`config.mk`:
```
export PLATFORM = sky130hd
export DESIGN_NAME = bezier_path_follower_core
export DESIGN_NICKNAME = d
export VERILOG_FILES = /design/src/rtl/bpf_pkg.sv /design/src/rtl/bezier_path_follower_core.sv
export SDC_FILE = /design/constraint.sdc
export NUM_CORES = 2
export LEC_CHECK = 0
export BUFFER_PORTS_ARGS = -buffer_cell sky130_fd_sc_hd__buf_2
export CORE_UTILIZATION = 55
export DETAILED_ROUTE_END_ITERATION = 12
export PLACE_DENSITY = 0.71
export SYNTH_ARGS = -nofsm -noshare
export SYNTH_HDL_FRONTEND = slang
export SYNTH_SLANG_ARGS = --single-unit
```
`constraint.sdc`:
```
create_clock -name clk -period 15.51 [get_ports clk]
set_clock_uncertainty 0.1 [all_clocks]
set_input_delay 1.551 -clock clk [delete_from_list [all_inputs] [get_ports clk]]
set_output_delay 1.551 -clock clk [all_outputs]
set_load 0.01 [all_outputs]
```
`src/rtl/bpf_pkg.sv`:
```
// ============================================================================
// Bezier path follower package
// Shared constants, register indexes and transaction payload types.
// ============================================================================
package bpf_pkg;

  // Coordinate width of one axis and number of control points supported.
  localparam int COORD_WIDTH = 16;
  localparam int MAX_POINTS  = 6;

  // Bits of one packed control point (x, y, z).
  localparam int PT_BITS   = 3 * COORD_WIDTH;
  // Coordinate queue used by the reduction: three entries per point.
  localparam int QLEN      = 3 * MAX_POINTS;
  localparam int QL_W      = $clog2(QLEN + 1);
  localparam int LD_W      = $clog2(MAX_POINTS);

  // Configuration port.
  localparam int NUM_REGS  = 7;
  localparam int CFG_W     = 48;
  localparam int CFG_IDX_W = 3;

  // Register indexes.
  localparam logic [CFG_IDX_W-1:0] REG_START_POINT = 3'd0;
  localparam logic [CFG_IDX_W-1:0] REG_POINT_ONE   = 3'd1;
  localparam logic [CFG_IDX_W-1:0] REG_POINT_TWO   = 3'd2;
  localparam logic [CFG_IDX_W-1:0] REG_POINT_THREE = 3'd3;
  localparam logic [CFG_IDX_W-1:0] REG_POINT_FOUR  = 3'd4;
  localparam logic [CFG_IDX_W-1:0] REG_POINT_FIVE  = 3'd5;
  localparam logic [CFG_IDX_W-1:0] REG_INV_DUR     = 3'd6;

  // Field widths and fixed-point constants.
  localparam int ELAPSED_W = 16;
  localparam int INVDUR_W  = 16;
  localparam int PROG_W    = 17;
  localparam logic [PROG_W-1:0] ONE_Q16  = 17'h10000;
  localparam logic [PROG_W-1:0] PROG_MAX = 17'h1FFFF;
  localparam int ROUND_HALF = 32768;

  // Input item kinds.
  localparam logic KIND_TICK = 1'b0;
  localparam logic KIND_STOP = 1'b1;

  typedef struct packed {
    logic                 kind;
    logic [ELAPSED_W-1:0] elapsed;
  } in_item_t;

  typedef struct packed {
    logic signed [COORD_WIDTH-1:0] pos_x;
    logic signed [COORD_WIDTH-1:0] pos_y;
    logic signed [COORD_WIDTH-1:0] pos_z;
    logic                          finished;
  } out_item_t;

endpackage

```
`src/rtl/bezier_path_follower_core.sv`:
```
// ============================================================================
// Bezier path follower core
// Advances a Q1.16 progress value per tick and evaluates a Bezier curve of up
// to six 3D control points by de Casteljau reduction on one shared lerp unit.
// ============================================================================
// Usage:
//   Control points and the inverse duration are to be written on the cfg_
//   port only while the block is idle; the block does not enforce this.
//   Each input transaction is a time tick or a stop; each produces exactly
//   one output transaction carrying a position or the finished flag.
//   A stop, a tick with no path, or a tick after the path has ended gives a
//   finished result without a control point scan or reduction.
//   A tick scans every control point register and keeps the points in use
//   (start point plus non-zero points), then reduces them pass by pass on
//   the single lerp unit, which computes one coordinate per cycle; each
//   pass ends with a step that drops the last point of the previous level.
//   in_ready is high only while no item is in progress; one item is handled
//   at a time. The result sits in an output register, so a new item is taken
//   while the previous result still waits for out_ready; a stalled receiver
//   holds the block only when a second result is ready to be written.
//   Synchronous active-low reset clears progress, the configuration registers
//   and any pending transaction.
// ============================================================================
module bezier_path_follower_core (
  input  logic                             clk,
  input  logic                             rst_n,
  input  logic                             in_valid,
  output logic                             in_ready,
  input  bpf_pkg::in_item_t                in_data,
  output logic                             out_valid,
  input  logic                             out_ready,
  output bpf_pkg::out_item_t               out_data,
  input  logic                             cfg_wr_en,
  input  logic [bpf_pkg::CFG_IDX_W-1:0]    cfg_index,
  input  logic [bpf_pkg::CFG_W-1:0]        cfg_wdata
);
  import bpf_pkg::*;

  localparam int W = COORD_WIDTH;

  // Sequencer state codes.
  localparam logic [2:0] S_IDLE   = 3'd0;
  localparam logic [2:0] S_TICK   = 3'd1;
  localparam logic [2:0] S_LOAD   = 3'd2;
  localparam logic [2:0] S_REDUCE = 3'd3;
  localparam logic [2:0] S_DONE   = 3'd4;

  // Configuration registers.
  logic [PT_BITS-1:0]  pts_cfg_r [MAX_POINTS];
  logic [INVDUR_W-1:0] inv_dur_r;

  // Control state.
  logic [2:0]        state_r, state_nxt;
  logic [PROG_W-1:0] progress_r, progress_nxt;
  logic [LD_W-1:0]   ld_idx_r, ld_idx_nxt;
  logic [QL_W-1:0]   q_len_r, q_len_nxt;
  logic [QL_W-1:0]   pass_cnt_r, pass_cnt_nxt;
  logic              out_valid_r, out_valid_nxt;

  // Payload registers.
  logic [ELAPSED_W-1:0]  elapsed_r, elapsed_nxt;
  logic [PROG_W-1:0]     t_r, t_nxt;
  logic signed [W-1:0]   q_r [QLEN];
  logic signed [W-1:0]   q_nxt [QLEN];
  out_item_t             res_r, res_nxt;
  out_item_t             out_r, out_nxt;

  // Datapath signals.
  logic [2*ELAPSED_W-1:0] inc_prod;
  logic [PROG_W+7:0]      prog_sum;
  logic [PROG_W-1:0]      prog_sat;
  logic [PT_BITS-1:0]     ld_pt;
  logic                   ld_keep;
  logic signed [W:0]      lerp_diff;
  logic signed [PROG_W:0] lerp_t;
  logic signed [W+18:0]   lerp_prod;
  logic signed [W+18:0]   lerp_rnd;
  logic signed [W-1:0]    lerp_res;
  logic [QL_W-1:0]        wr_idx;
  logic                   finish_now;
  logic                   out_free;

  // Progress increment: (elapsed * inverse duration) >> 8, saturating add.
  always_comb begin
    inc_prod = elapsed_r * inv_dur_r;
    prog_sum = {8'd0, progress_r} + {{(PROG_W+8-(2*ELAPSED_W-8)){1'b0}},
                                     inc_prod[2*ELAPSED_W-1:8]};
    if (prog_sum > {8'd0, PROG_MAX}) begin
      prog_sat = PROG_MAX;
    end else begin
      prog_sat = prog_sum[PROG_W-1:0];
    end
  end

  // Shared lerp unit: a + round((b - a) * t / 65536), rounding half up.
  always_comb begin
    lerp_diff = {q_r[3][W-1], q_r[3]} - {q_r[0][W-1], q_r[0]};
    lerp_t    = signed'({1'b0, t_r});
    lerp_prod = lerp_diff * lerp_t;
    lerp_rnd  = lerp_prod + (W+19)'(ROUND_HALF);
    lerp_res  = q_r[0] + lerp_rnd[W+15:16];
  end

  // Control point scan.
  always_comb begin
    ld_pt   = pts_cfg_r[ld_idx_r];
    ld_keep = (ld_idx_r == '0) || (ld_pt != '0);
  end

  assign wr_idx     = q_len_r - QL_W'(1);
  assign finish_now = (in_data.kind == KIND_STOP) || (inv_dur_r == '0) ||
                      (progress_r > ONE_Q16);
  assign out_free   = !out_valid_r || out_ready;

  // Sequencer.
  always_comb begin
    state_nxt     = state_r;
    progress_nxt  = progress_r;
    ld_idx_nxt    = ld_idx_r;
    q_len_nxt     = q_len_r;
    pass_cnt_nxt  = pass_cnt_r;
    out_valid_nxt = out_valid_r;
    elapsed_nxt   = elapsed_r;
    t_nxt         = t_r;
    res_nxt       = res_r;
    out_nxt       = out_r;
    for (int k = 0; k < QLEN; k++) begin
      q_nxt[k] = q_r[k];
    end

    // The output register empties when the receiver takes the transaction.
    if (out_valid_r && out_ready) begin
      out_valid_nxt = 1'b0;
    end

    unique case (state_r)
      S_IDLE: begin
        if (in_valid) begin
          if (finish_now) begin
            progress_nxt      = '0;
            res_nxt.pos_x     = '0;
            res_nxt.pos_y     = '0;
            res_nxt.pos_z     = '0;
            res_nxt.finished  = 1'b1;
            state_nxt         = S_DONE;
          end else begin
            elapsed_nxt = in_data.elapsed;
            state_nxt   = S_TICK;
          end
        end
      end
      S_TICK: begin
        progress_nxt = prog_sat;
        t_nxt        = (prog_sat > ONE_Q16) ? ONE_Q16 : prog_sat;
        ld_idx_nxt   = LD_W'(MAX_POINTS - 1);
        q_len_nxt    = '0;
        state_nxt    = S_LOAD;
      end
      S_LOAD: begin
        // Points are pushed at the head in reverse order, so the queue ends
        // up holding the used points in their original order.
        if (ld_keep) begin
          for (int k = 3; k < QLEN; k++) begin
            q_nxt[k] = q_r[k-3];
          end
          q_nxt[0]  = ld_pt[W-1:0];
          q_nxt[1]  = ld_pt[2*W-1:W];
          q_nxt[2]  = ld_pt[3*W-1:2*W];
          q_len_nxt = q_len_r + QL_W'(3);
        end
        if (ld_idx_r == '0) begin
          pass_cnt_nxt = ld_keep ? q_len_r + QL_W'(3) : q_len_r;
          state_nxt    = S_REDUCE;
        end else begin
          ld_idx_nxt = ld_idx_r - LD_W'(1);
        end
      end
      S_REDUCE: begin
        if (q_len_r == QL_W'(3)) begin
          // One point left: that is the curve position.
          res_nxt.pos_x    = q_r[0];
          res_nxt.pos_y    = q_r[1];
          res_nxt.pos_z    = q_r[2];
          res_nxt.finished = 1'b0;
          state_nxt        = S_DONE;
        end else if (pass_cnt_r == QL_W'(3)) begin
          // End of a pass: drop the last point of the previous level.
          for (int k = 0; k < QLEN - 3; k++) begin
            q_nxt[k] = q_r[k+3];
          end
          q_len_nxt    = q_len_r - QL_W'(3);
          pass_cnt_nxt = q_len_r - QL_W'(3);
        end else begin
          // Consume the head coordinate and append its lerp at the tail.
          for (int k = 0; k < QLEN - 1; k++) begin
            q_nxt[k] = q_r[k+1];
          end
          for (int k = 0; k < QLEN; k++) begin
            if (QL_W'(k) == wr_idx) begin
              q_nxt[k] = lerp_res;
            end
          end
          pass_cnt_nxt = pass_cnt_r - QL_W'(1);
        end
      end
      S_DONE: begin
        if (out_free) begin
          out_nxt       = res_r;
          out_valid_nxt = 1'b1;
          state_nxt     = S_IDLE;
        end
      end
      default: begin
        state_nxt = S_IDLE;
      end
    endcase
  end

  // Control and configuration registers.
  always_ff @(posedge clk) begin
    if (!rst_n) begin
      state_r     <= S_IDLE;
      progress_r  <= '0;
      ld_idx_r    <= '0;
      q_len_r     <= '0;
      pass_cnt_r  <= '0;
      out_valid_r <= 1'b0;
      inv_dur_r   <= '0;
      for (int i = 0; i < MAX_POINTS; i++) begin
        pts_cfg_r[i] <= '0;
      end
    end else begin
      state_r     <= state_nxt;
      progress_r  <= progress_nxt;
      ld_idx_r    <= ld_idx_nxt;
      q_len_r     <= q_len_nxt;
      pass_cnt_r  <= pass_cnt_nxt;
      out_valid_r <= out_valid_nxt;
      if (cfg_wr_en) begin
        if (cfg_index == REG_INV_DUR) begin
          inv_dur_r <= cfg_wdata[INVDUR_W-1:0];
        end
        for (int i = 0; i < MAX_POINTS; i++) begin
          if (cfg_index == CFG_IDX_W'(i)) begin
            pts_cfg_r[i] <= PT_BITS'({{PT_BITS{1'b0}}, cfg_wdata});
          end
        end
      end
    end
  end

  // Payload registers.
  always_ff @(posedge clk) begin
    elapsed_r <= elapsed_nxt;
    t_r       <= t_nxt;
    res_r     <= res_nxt;
    out_r     <= out_nxt;
    for (int k = 0; k < QLEN; k++) begin
      q_r[k] <= q_nxt[k];
    end
  end

  assign in_ready  = (state_r == S_IDLE);
  assign out_valid = out_valid_r;
  assign out_data  = out_r;

endmodule
```
==> results.yml <==
drt:
  routed_via_density: 6.00
  drt-initial-drc-count: 4792
  drt-total-wl_um: 152000
  drc: 0
  dr_total_vias: 41100
  wl_per_cell_um: 22.1
  ant_nets: 0
  detailedRoute.firstPassIterationCount: 6
synthesis:
  netlist_instances: 5528
  yosysTopAreaCellShare_pct: 38.1
  synthArstFlopShare_pct: 0
  synth_mux_area_share_pct: 3.79
  synth_cell_types: 78
  synth-compound-area-share_pct: 12.0
  synth_seq_cells: 760
  syn_area_sq_um: 55700
  synth_most_common_cell: "nand2_1"
  ys_warn_count: 0
  syn-num-nets: 6288
  ys_top_cells_by_area: "edfxtp_1, fa_1, ha_1, and2_1, nand2_1"
  avgSynthCellArea_sq_um: 10.1
  synth_top_family_by_area: "adder cells"
  synth_edf_count: 707
  synth_common_cells: "nand2_1, edfxtp_1, inv_1"
  synthXorXnorAreaFrac_pct: 1.21
  yosysTopAreaCell: "edfxtp_1"
  synthSimpleGateAreaFrac_pct: 15.7
  ys_seq_area_share_pct: 40.0
  synth_fa_ha_area_share_pct: 21.1
  ys.flop_type: "edfxtp_1"
clock_network:
  h-tree-depth: 3
  post_cts_buffers: 0
  clock_sinks: 760
  clockRootBuffer: "clkbuf_16"
  postCtsResizedCells: 0
  cts_tree: "done"
  clock_path_buffers: 3
  ctsHoldBuffers: 0
  cts.clk_slew.worst_paths_ns: 0.06
  clk_latency_ns: 0.66
  cts_made_buffers: 83
layout:
  finish.utilization_pct: 60.0
  drive_gt1_share_pct: 8.31
  area_growth_pct: 7.87
  fill_cells: 8405
  fin_nets: 6255
worst_hold_path:
  hold_depth: 0
  hold_class: "reg -> reg"
sta:
  fin_crit_ns: 12.21
  layout_setup_ws_ns: 3.30
  relSlewSlack_pct: 20.7
  period_share_pct: 78.7
  max_freq_mhz: 81.9
  setup_viol_count_final: 0
  timing.hold.ws_ns: 0.316
  slew_violations: 0
  fin_setup_tns_ns: 0
  hold_violations: 0
  tightest_slew_ns: 1.19
  rsz0062_at_grt: "false"
die:
  dieHeight_um: 320
  core_area_sq_um: 100000
  initial_utilization_pct: 55.6
  fp.dieW_um: 320
  ioPinCount: 124
  fp-row-count: 116
  die_area_sq_um: 103000
placement:
  port_buffers: 123
  gp_congestion: 0.955
  dp_hpwl_um: 103000
  dp_slack_ns: 3.50
worst_setup_path:
  r2r_cells: 45
  path_common_cell: "fa_1"
  required_ns: 15.81
  crit_arrival_ns: 12.52
  cp-start-kind: "flip-flop"
  worst_setup_path_end_kind: "flip-flop"
  crit_slowest_cell: "or3_1"
  criticalPathCategory: "reg -> reg"
  slowest_delay_ns: 0.62
  path_max_fanout: 18
global_routing:
  antenna_found_initial: 20
  track_usage_pct: 30.0
  grt_pass1_wl_um: 237000
  grt-ovfl-total: 0
  grt_max_degree: 218
  grt_pass1_vias: 40800
status:
  status: "finished, final reports clean"
flow_run:
  cap_violations: 0
-- metrics by stage --
step	instance area, sq um	instances
detailed placement	57500	6707
finish	60100	6859
global route	60100	6856
CTS	60100	6854
floorplan	55700	5528
global placement	57500	6707
-- state kept, by name (all words and copies together), names as in the netlist, named ones only --
register / cells
pts_cfg_r: 288
q_r: 288
out_data: 49
res_r: 49
progress_r: 17
t_r: 17
elapsed_r: 16
inv_dur_r: 16
pass_cnt_r: 5
q_len_r: 5
ld_idx_r: 3
state_r: 3
out_valid: 1
-- placed cells by master, fill, tap and decap left out, types with 53 or more instances in the layout --
cell type and count:
nand2_1 836, edfxtp_1 707, inv_1 578, and2_1 506, o21ai_0 458, fa_1 420
ha_1 267, nor2_1 241, a21oi_1 220, o211ai_1 165, buf_2 123, buf_4 85
clkbuf_16 83, xnor2_1 61, mux2i_1 60, nor2b_1 53
-- final cells by class --
type                            count  area [sq um]  area share, %
Tap cell                         1298          1620           2.70
Antenna cell                        4          10.0         0.0167
Inverter                          580          2180           3.64
Sequential cell                   760         22300           37.1
Multi-Input combinational cell   3860         30100           50.2
Clock buffer                      106          2180           3.64
Timing Repair Buffer              210          1290           2.15
Clock inverter                     41           344          0.573
-- final timing paths --
path / startpoint / end / slack, ns
min: res_r[28] / out_data[28] / 0.32
min reg2reg: res_r[28] / out_data[28] / 0.32
max reg2reg: q_r[3][0] / q_r[8][15] / 3.30
max: q_r[3][0] / q_r[8][15] / 3.30
-- layer usage --
metal	wire length (um)	GRT usage [%]	share of wire (%)
met1	63300	42.4	42
met2	68200	46.7	45
met5	104	0	0.069
met4	5530	10.6	3.6
met3	14400	5.06	9.5
-- critical path, delay by kind of cell (launching register included) --
kind | cells | cell delay, ns
fa+ha+maj | 10 | 4.05
flops | 1 | 0.39
xor+xnor | 4 | 0.59
compound gates | 19 | 4.41
buf+inv | 6 | 0.67
simple gates | 6 | 1.72
-- logic make-up after synthesis --
| group | count (synthesis) |
|---|---|
| AND/OR/NAND/NOR | 1843 |
| AO/OA/AOI/OAI | 1107 |
| buffers and inverters | 908 |
| flip-flops | 760 |
| adder cells (fa/ha/maj) | 687 |
| multiplexers | 146 |
| XOR/XNOR | 77 |
Power is left out: the tool's default activity adds up to more than one toggle a clock period on the data nets, which glitch-free logic cannot reach.
